<file path="src/rtl/hafcs_pkg.sv">
// Shared constants, command type and CRC helper for the async HDLC framer.
package hafcs_pkg;

    localparam logic [7:0]  FLAG_BYTE  = 8'h7E;
    localparam logic [7:0]  ESC_BYTE   = 8'h7D;
    localparam logic [7:0]  XOR_MASK   = 8'h20;
    localparam logic [15:0] CRC_INIT   = 16'hFFFF;
    localparam logic [15:0] CRC_POLY   = 16'h8408;
    localparam int          CMDQ_DEPTH = 4;

    typedef struct packed {
        logic        open;
        logic        has_data;
        logic        close;
        logic [7:0]  data;
        logic [15:0] fcs;
    } cmd_t;

    function automatic logic [15:0] crc_byte(input logic [15:0] crc, input logic [7:0] b);
        logic [15:0] c;
        c = crc ^ {8'h00, b};
        for (int i = 0; i < 8; i++)
        begin
            if (c[0])
                c = (c >> 1) ^ CRC_POLY;
            else
                c = c >> 1;
        end
        return c;
    endfunction

endpackage

</file>
<file path="src/rtl/hdlc_async_framer_fcs16.sv">
// Top level of the asynchronous HDLC framer with FCS-16.
// Payload bytes enter through a push/full queue port and framed line bytes leave
// through an empty/pop queue port, one line byte per clock at most. Each input
// transaction produces 1 to 8 line bytes (opening flag, data with escape, FCS with
// escape, closing flag); run_last marks the final byte of each transaction. The
// line side sets the rate: a transaction holds the byte sequencer until all of its
// bytes have been produced, typically 1 to 2 for plain payload. The CRC update
// and command build happen in the cycle of acceptance, and a command queue of
// CMDQ_DEPTH entries lets input transactions be taken while the sequencer is busy.
module hdlc_async_framer_fcs16
#(
    parameter int CMDQ_DEPTH = hafcs_pkg::CMDQ_DEPTH
)
(
    input  logic       clk,
    input  logic       rst_n,
    input  logic       push,
    output logic       full,
    input  logic [7:0] data,
    input  logic       frame_end,
    input  logic       close_only,
    output logic       empty,
    input  logic       pop,
    output logic [7:0] line_byte,
    output logic       run_last
);

    hafcs_pkg::cmd_t wr_cmd;
    hafcs_pkg::cmd_t rd_cmd;
    logic            q_push;
    logic            q_full;
    logic            q_pop;
    logic            q_empty;

    hafcs_front u_front
    (
        .clk        (clk),
        .rst_n      (rst_n),
        .push       (push),
        .full       (full),
        .data       (data),
        .frame_end  (frame_end),
        .close_only (close_only),
        .q_full     (q_full),
        .q_push     (q_push),
        .q_cmd      (wr_cmd)
    );

    hafcs_cmdq #(.DEPTH(CMDQ_DEPTH)) u_cmdq
    (
        .clk    (clk),
        .rst_n  (rst_n),
        .push   (q_push),
        .wr_cmd (wr_cmd),
        .full   (q_full),
        .pop    (q_pop),
        .rd_cmd (rd_cmd),
        .empty  (q_empty)
    );

    hafcs_back u_back
    (
        .clk       (clk),
        .rst_n     (rst_n),
        .q_cmd     (rd_cmd),
        .q_empty   (q_empty),
        .q_pop     (q_pop),
        .empty     (empty),
        .pop       (pop),
        .line_byte (line_byte),
        .run_last  (run_last)
    );

endmodule

</file>
<file path="src/rtl/hafcs_front.sv">
// Front end: accepts input transactions, tracks frame state and CRC, issues commands.
module hafcs_front
(
    input  logic               clk,
    input  logic               rst_n,
    input  logic               push,
    output logic               full,
    input  logic [7:0]         data,
    input  logic               frame_end,
    input  logic               close_only,
    input  logic               q_full,
    output logic               q_push,
    output hafcs_pkg::cmd_t    q_cmd
);

    logic        in_frame_reg;
    logic        in_frame_next;
    logic [15:0] crc_reg;
    logic [15:0] crc_next;
    logic [15:0] crc_upd;
    logic        accept;
    logic        closing;

    assign full    = q_full;
    assign accept  = push && !q_full;
    assign q_push  = accept;
    assign closing = close_only || frame_end;
    assign crc_upd = close_only ? crc_reg : hafcs_pkg::crc_byte(crc_reg, data);

    always_comb
    begin
        q_cmd.open     = !in_frame_reg;
        q_cmd.has_data = !close_only;
        q_cmd.close    = closing;
        q_cmd.data     = data;
        q_cmd.fcs      = ~crc_upd;
    end

    always_comb
    begin
        in_frame_next = in_frame_reg;
        crc_next      = crc_reg;
        if (accept)
        begin
            if (closing)
            begin
                in_frame_next = 1'b0;
                crc_next      = hafcs_pkg::CRC_INIT;
            end
            else
            begin
                in_frame_next = 1'b1;
                crc_next      = crc_upd;
            end
        end
    end

    always_ff @(posedge clk or negedge rst_n)
    begin
        if (!rst_n)
        begin
            in_frame_reg <= 1'b0;
            crc_reg      <= hafcs_pkg::CRC_INIT;
        end
        else
        begin
            in_frame_reg <= in_frame_next;
            crc_reg      <= crc_next;
        end
    end

    a_close_resets: assert property (@(posedge clk) disable iff (!rst_n)
        accept && closing |=> !in_frame_reg && crc_reg == hafcs_pkg::CRC_INIT)
        else $error("frame close did not reset CRC and frame state");

endmodule

</file>
<file path="src/rtl/hafcs_cmdq.sv">
// Short command queue between the front end and the byte sequencer.
module hafcs_cmdq
#(
    parameter int DEPTH = hafcs_pkg::CMDQ_DEPTH
)
(
    input  logic               clk,
    input  logic               rst_n,
    input  logic               push,
    input  hafcs_pkg::cmd_t    wr_cmd,
    output logic               full,
    input  logic               pop,
    output hafcs_pkg::cmd_t    rd_cmd,
    output logic               empty
);

    localparam int PW = (DEPTH > 1) ? $clog2(DEPTH) : 1;
    localparam int CW = $clog2(DEPTH + 1);

    hafcs_pkg::cmd_t mem_reg [DEPTH];
    logic [PW-1:0]   wr_ptr_reg;
    logic [PW-1:0]   wr_ptr_next;
    logic [PW-1:0]   rd_ptr_reg;
    logic [PW-1:0]   rd_ptr_next;
    logic [CW-1:0]   count_reg;
    logic [CW-1:0]   count_next;
    logic            do_push;
    logic            do_pop;

    assign full    = (count_reg == CW'(DEPTH));
    assign empty   = (count_reg == '0);
    assign do_push = push && !full;
    assign do_pop  = pop && !empty;
    assign rd_cmd  = mem_reg[rd_ptr_reg];

    always_comb
    begin
        wr_ptr_next = wr_ptr_reg;
        rd_ptr_next = rd_ptr_reg;
        count_next  = count_reg;
        if (do_push)
            wr_ptr_next = (wr_ptr_reg == PW'(DEPTH - 1)) ? '0 : wr_ptr_reg + 1'b1;
        if (do_pop)
            rd_ptr_next = (rd_ptr_reg == PW'(DEPTH - 1)) ? '0 : rd_ptr_reg + 1'b1;
        if (do_push && !do_pop)
            count_next = count_reg + 1'b1;
        else if (do_pop && !do_push)
            count_next = count_reg - 1'b1;
    end

    always_ff @(posedge clk or negedge rst_n)
    begin
        if (!rst_n)
        begin
            wr_ptr_reg <= '0;
            rd_ptr_reg <= '0;
            count_reg  <= '0;
        end
        else
        begin
            wr_ptr_reg <= wr_ptr_next;
            rd_ptr_reg <= rd_ptr_next;
            count_reg  <= count_next;
        end
    end

    always_ff @(posedge clk)
    begin
        if (do_push)
            mem_reg[wr_ptr_reg] <= wr_cmd;
    end

    a_count_range: assert property (@(posedge clk) disable iff (!rst_n)
        count_reg <= CW'(DEPTH))
        else $error("command queue count out of range");

    a_no_overflow: assert property (@(posedge clk) disable iff (!rst_n)
        !(push && full))
        else $error("command pushed into full queue");

endmodule

</file>
<file path="src/rtl/hafcs_back.sv">
// Back end: sequences flag, escaped data and FCS bytes into the output register.
module hafcs_back
(
    input  logic               clk,
    input  logic               rst_n,
    input  hafcs_pkg::cmd_t    q_cmd,
    input  logic               q_empty,
    output logic               q_pop,
    output logic               empty,
    input  logic               pop,
    output logic [7:0]         line_byte,
    output logic               run_last
);

    localparam logic [2:0] PH_OPEN  = 3'd0;
    localparam logic [2:0] PH_DATA  = 3'd1;
    localparam logic [2:0] PH_FCSL  = 3'd2;
    localparam logic [2:0] PH_FCSH  = 3'd3;
    localparam logic [2:0] PH_CLOSE = 3'd4;
    localparam logic [2:0] PH_DONE  = 3'd5;

    hafcs_pkg::cmd_t cur_reg;
    hafcs_pkg::cmd_t cur_next;
    logic            cur_valid_reg;
    logic            cur_valid_next;
    logic [2:0]      phase_reg;
    logic [2:0]      phase_next;
    logic            esc_reg;
    logic            esc_next;
    logic            out_valid_reg;
    logic            out_valid_next;
    logic [7:0]      out_byte_reg;
    logic [7:0]      out_byte_next;
    logic            out_last_reg;
    logic            out_last_next;

    logic            out_free;
    logic            step;
    logic            escapable;
    logic [7:0]      src;
    logic            need_esc;
    logic            advance;
    logic [2:0]      adv_phase;
    logic            last;
    logic            load;
    logic [2:0]      start_phase;

    assign empty     = !out_valid_reg;
    assign line_byte = out_byte_reg;
    assign run_last  = out_last_reg;
    assign out_free  = !out_valid_reg || pop;
    assign step      = cur_valid_reg && out_free;

    always_comb
    begin
        unique case (phase_reg)
            PH_DATA:
            begin
                escapable = 1'b1;
                src       = cur_reg.data;
            end
            PH_FCSL:
            begin
                escapable = 1'b1;
                src       = cur_reg.fcs[7:0];
            end
            PH_FCSH:
            begin
                escapable = 1'b1;
                src       = cur_reg.fcs[15:8];
            end
            default:
            begin
                escapable = 1'b0;
                src       = hafcs_pkg::FLAG_BYTE;
            end
        endcase
    end

    assign need_esc = (src < hafcs_pkg::XOR_MASK) || (src == hafcs_pkg::ESC_BYTE)
                      || (src == hafcs_pkg::FLAG_BYTE);

    always_comb
    begin
        unique case (phase_reg)
            PH_OPEN:  adv_phase = cur_reg.has_data ? PH_DATA : PH_FCSL;
            PH_DATA:  adv_phase = cur_reg.close ? PH_FCSL : PH_DONE;
            PH_FCSL:  adv_phase = PH_FCSH;
            PH_FCSH:  adv_phase = PH_CLOSE;
            default:  adv_phase = PH_DONE;
        endcase
    end

    assign advance = !(escapable && need_esc && !esc_reg);
    assign last    = advance && (adv_phase == PH_DONE);
    assign load    = (!cur_valid_reg || (step && last)) && !q_empty;
    assign q_pop   = load;

    assign start_phase = q_cmd.open ? PH_OPEN : (q_cmd.has_data ? PH_DATA : PH_FCSL);

    always_comb
    begin
        cur_next       = cur_reg;
        cur_valid_next = cur_valid_reg;
        phase_next     = phase_reg;
        esc_next       = esc_reg;
        out_valid_next = out_valid_reg && !pop;
        out_byte_next  = out_byte_reg;
        out_last_next  = out_last_reg;

        if (step)
        begin
            out_valid_next = 1'b1;
            out_last_next  = last;
            if (!advance)
            begin
                out_byte_next = hafcs_pkg::ESC_BYTE;
                esc_next      = 1'b1;
            end
            else
            begin
                out_byte_next = esc_reg ? (src ^ hafcs_pkg::XOR_MASK) : src;
                esc_next      = 1'b0;
                phase_next    = adv_phase;
                if (last)
                    cur_valid_next = 1'b0;
            end
        end

        if (load)
        begin
            cur_next       = q_cmd;
            cur_valid_next = 1'b1;
            phase_next     = start_phase;
            esc_next       = 1'b0;
        end
    end

    always_ff @(posedge clk or negedge rst_n)
    begin
        if (!rst_n)
        begin
            cur_valid_reg <= 1'b0;
            phase_reg     <= PH_OPEN;
            esc_reg       <= 1'b0;
            out_valid_reg <= 1'b0;
        end
        else
        begin
            cur_valid_reg <= cur_valid_next;
            phase_reg     <= phase_next;
            esc_reg       <= esc_next;
            out_valid_reg <= out_valid_next;
        end
    end

    always_ff @(posedge clk)
    begin
        cur_reg      <= cur_next;
        out_byte_reg <= out_byte_next;
        out_last_reg <= out_last_next;
    end

    a_esc_phase: assert property (@(posedge clk) disable iff (!rst_n)
        esc_reg |-> (phase_reg == PH_DATA || phase_reg == PH_FCSL || phase_reg == PH_FCSH))
        else $error("escape pending outside an escapable byte");

    a_fcs_needs_close: assert property (@(posedge clk) disable iff (!rst_n)
        cur_valid_reg && (phase_reg == PH_FCSL || phase_reg == PH_FCSH
                          || phase_reg == PH_CLOSE) |-> cur_reg.close)
        else $error("FCS or closing flag sent for a command that does not close");

endmodule

</file>
<file path="config.mk">
export PLATFORM = sky130hd
export DESIGN_NAME = hdlc_async_framer_fcs16
export DESIGN_NICKNAME = d
export VERILOG_FILES = /design/src/rtl/hafcs_pkg.sv /design/src/rtl/hdlc_async_framer_fcs16.sv /design/src/rtl/hafcs_front.sv /design/src/rtl/hafcs_cmdq.sv /design/src/rtl/hafcs_back.sv
export SDC_FILE = /design/constraint.sdc
export NUM_CORES = 1
export LEC_CHECK = 0
export ABC_AREA = 1
export BUFFER_PORTS_ARGS = -buffer_cell sky130_fd_sc_hd__buf_2
export CAP_MARGIN = 20
export CORE_MARGIN = 8
export CORE_UTILIZATION = 46
export CTS_BUF_LIST = sky130_fd_sc_hd__clkbuf_4
export DETAILED_ROUTE_END_ITERATION = 10
export PLACE_DENSITY = 0.76
export SYNTH_ARGS = -nofsm -noshare
export SYNTH_HDL_FRONTEND = slang
export SYNTH_SLANG_ARGS = --single-unit
</file>
<file path="constraint.sdc">
create_clock -name clk -period 2.7 [get_ports clk]
set_input_delay 0.54 -clock clk [delete_from_list [all_inputs] [get_ports clk]]
set_output_delay 0.54 -clock clk [all_outputs]
set_load 0.03 [all_outputs]
</file>
==> impl_metrics.env <==
export IMPL_place_congestion=0.912
export IMPL_root_buffer="clkbuf_4"
export IMPL_yosysWarnings=0
export IMPL_yosysUniqueCellTypes=43
export IMPL_stdcell_count=887
export IMPL_postPlaceCellArea_sq_um=7740
export IMPL_synth_async_reset_ratio_pct=17.3
export IMPL_critPathLaunchType="flop"
export IMPL_critical_path_class="flop to flop"
export IMPL_seqPwrFrac_pct=45.8
export IMPL_design_core_area_sq_um=15700
export IMPL_via_per_inst=5.38
export IMPL_numCtsBuffers=17
export IMPL_drt_iter0_drc=447
export IMPL_place_hpwl_microns=9640
export IMPL_clkPwrFrac_pct=16.8
export IMPL_cp_end_kind="flop"
export IMPL_largest_register_ffs=108
export IMPL_p_switching_mw=3.53
export IMPL_antenna_found_initial=1
export IMPL_drive_gt1_share_pct=21.5
export IMPL_syn_to_final_growth_pct=12.9
export IMPL_postLayoutCellArea_sq_um=8190
export IMPL_fin_util_pct=52.3
export IMPL_slew_viol_final=0
export IMPL_dieArea_sq_um=20100
export IMPL_final_common_cell="edfxtp_1"
export IMPL_cts_sinks=173
export IMPL_clk_pin_slew_ns=0.14
export IMPL_slowest_stage="dfrtp_1"
export IMPL_status="complete, no violations"
export IMPL_grt_overflow_total=0
export IMPL_synth_flop_cell="edfxtp_1"
export IMPL_critPathTopFamily="simple AND/OR/NAND/NOR gates"
export IMPL_final_cell_mix="143 x edfxtp_1, 77 x nor2_1, 70 x o21ai_0, 69 x nand2_1, 45 x inv_1"
export IMPL_maxCapViolations=0
export IMPL_io_buffers=24
export IMPL_syn_num_nets=630
export IMPL_die_y_microns=142
export IMPL_synth_edff_count=143
export IMPL_critPathMaxFanout=6
export IMPL_fmaxAchievable_mhz=384
export IMPL_p_sw_share_pct=38.0
export IMPL_slew_headroom_pct=47.4
export IMPL_cts_tree="yes"
export IMPL_period_needed_ns=2.60
export IMPL_cp_data_arrival_time_ns=3.08
export IMPL_drt_wl_total_microns=14800
export IMPL_synth_area_sq_um=7260
export IMPL_setup_viol=0
export IMPL_route_detailed_drc=0
export IMPL_die_w_microns=142
export IMPL_dp_cells=845
export IMPL_num_rows=46
export IMPL_crit_chain="inv_4, buf_4, nand4_1, nand3_2, nand2_1, inv_1, nor2_1, nand2_1, nand2_2, nand2_4, nand3_2, nand2_4, nand2_8, ha_4, fa_2, a21oi_2, o21ai_2, xor2_1"
export IMPL_initial_core_util_pct=46.4
export IMPL_finalHoldViolCount=0
export IMPL_irDropWorstVdd_mv=0.610
export IMPL_cts_path_max_buffers=2
export IMPL_hold_class="input port to async pin"
export IMPL_syn_area_per_cell_sq_um=11.9
export IMPL_ys_seq_area_share_pct=69.8
export IMPL_clk_latency_ns=0.58
export IMPL_first_global_vias=4655
export IMPL_drtPass1Iterations=6
export IMPL_wire_per_inst_microns=16.7
export IMPL_p_per_area_nw_per_um2=1130
export IMPL_fin_skew_ns=0.00939
export IMPL_p_int_mw=5.76
export IMPL_num_io_pins=25
export IMPL_cp_data_required_time_ns=3.18
export IMPL_leakagePower_nw=3.02
export IMPL_htreeDepth=4
export IMPL_comb_power_share_pct=37.4
export IMPL_ys_seq_elements=173
export IMPL_num_vias=4769
export IMPL_hold_slack_ns=0.00275
export IMPL_syn_inst=609
export IMPL_fin_crit_sh_pct=96.4
export IMPL_grt_pass1_wl_microns=23500
export IMPL_cp_slowest_stage_delay_ns=0.44
export IMPL_detail_route_antenna_nets=0
export IMPL_track_usage_pct=15.4
export IMPL_grt_max_degree=58
export IMPL_crit_buf_inv=3
export IMPL_tightest_slew_ns=0.781
export IMPL_layout_nets=678
## final timing paths
path	startpoint	to	slack, ns	depth (start not counted)
setup / recovery	u_back.phase_reg[2]	u_cmdq.count_reg[2]	0.1	18
hold / removal	rst_n	u_back.out_valid_reg	0.003	1
setup reg to reg	u_back.phase_reg[2]	u_cmdq.count_reg[2]	0.1	18
hold reg to reg	u_front.crc_reg[1]	u_front.crc_reg[1]	0.52	2
max in group asynchronous	rst_n	u_back.phase_reg[0]	2.17	1
min in group clk	data[7]	u_cmdq.mem_reg[1][23]	0.20	1
## through the flow
stage / power (mW) / worst slack, ns / TNS, ns
floorplan: 6.47 / 0.0407 / 0
global placement: 7.41 / 0.0575 / 0
detailed placement: 7.55 / -0.0499 / -0.0499
CTS: 9.12 / 0.00571 / 0
global route: 9.87 / -0.0271 / -0.0271
finish: 9.29 / 0.0959 / 0
## power by group through the flow
stage,Sequential [mW],Clock (mW),Combinational [mW]
global placement,4.27,0,3.14
global route,4.32,1.69,3.86
floorplan,4.34,0,2.13
finish,4.25,1.56,3.47
CTS,4.23,1.59,3.29
detailed placement,4.29,0,3.26
## kinds of logic after synthesis
group                    Yosys count  share of synthesized area [%]
XOR/XNOR                          17                           2.05
buffers and inverters             75                           4.02
AO/OA/AOI/OAI                    129                           9.81
AND/OR/NAND/NOR                  208                           13.0
adder cells (fa/ha/maj)            7                           1.31
flip-flops                       173                           69.8
## per-layer routing
metal | track usage (%) | routed length [microns]
met2 | 24.8 | 7060
met1 | 19.3 | 6150
met5 | 0 | 0
met4 | 7.35 | 404
met3 | 3.83 | 1190
## what timing repair did
action,4_1_cts,5_1_grt
cloned,0,1
hold buffers,0,0
gates resized for setup,2,19
pin swaps,1,6
setup buffers,2,6
setup endpoints to repair,1,2
## layout make-up
type | count | area, sq um
Fill cell | 1328 | 7460
Multi-Input combinational cell | 362 | 1990
Inverter | 51 | 194
Clock inverter | 15 | 186
Clock buffer | 17 | 128
Antenna cell | 1 | 2.50
Tap cell | 216 | 270
Timing Repair Buffer | 52 | 355
Sequential cell | 173 | 5070
## synthesized netlist by cell type (2+ instances only)
library cell	number	area (sq um)
nor3_1	2	10.0
nor2_4	2	22.5
nand4_1	7	43.8
clkinv_1	2	7.51
a21boi_0	2	15.0
inv_2	3	11.3
a21oi_1	15	75.1
o22ai_1	29	181
edfxtp_1	143	4290
o21ai_0	74	370
nand2_4	3	33.8
or2_2	7	43.8
buf_4	2	15.0
xor2_1	6	52.6
buf_1	2	7.51
nor2_2	2	12.5
inv_1	45	169
nand3_1	20	100
or2_0	2	12.5
nor2_1	82	308
ha_1	6	75.1
nand2_2	3	18.8
nand2_1	71	267
nand3_2	3	30.0
xnor2_1	11	96.3
dfstp_2	16	420
dfrtp_1	14	350
clkbuf_1	20	75.1
Note: power is estimated with default switching activity, not from simulation.
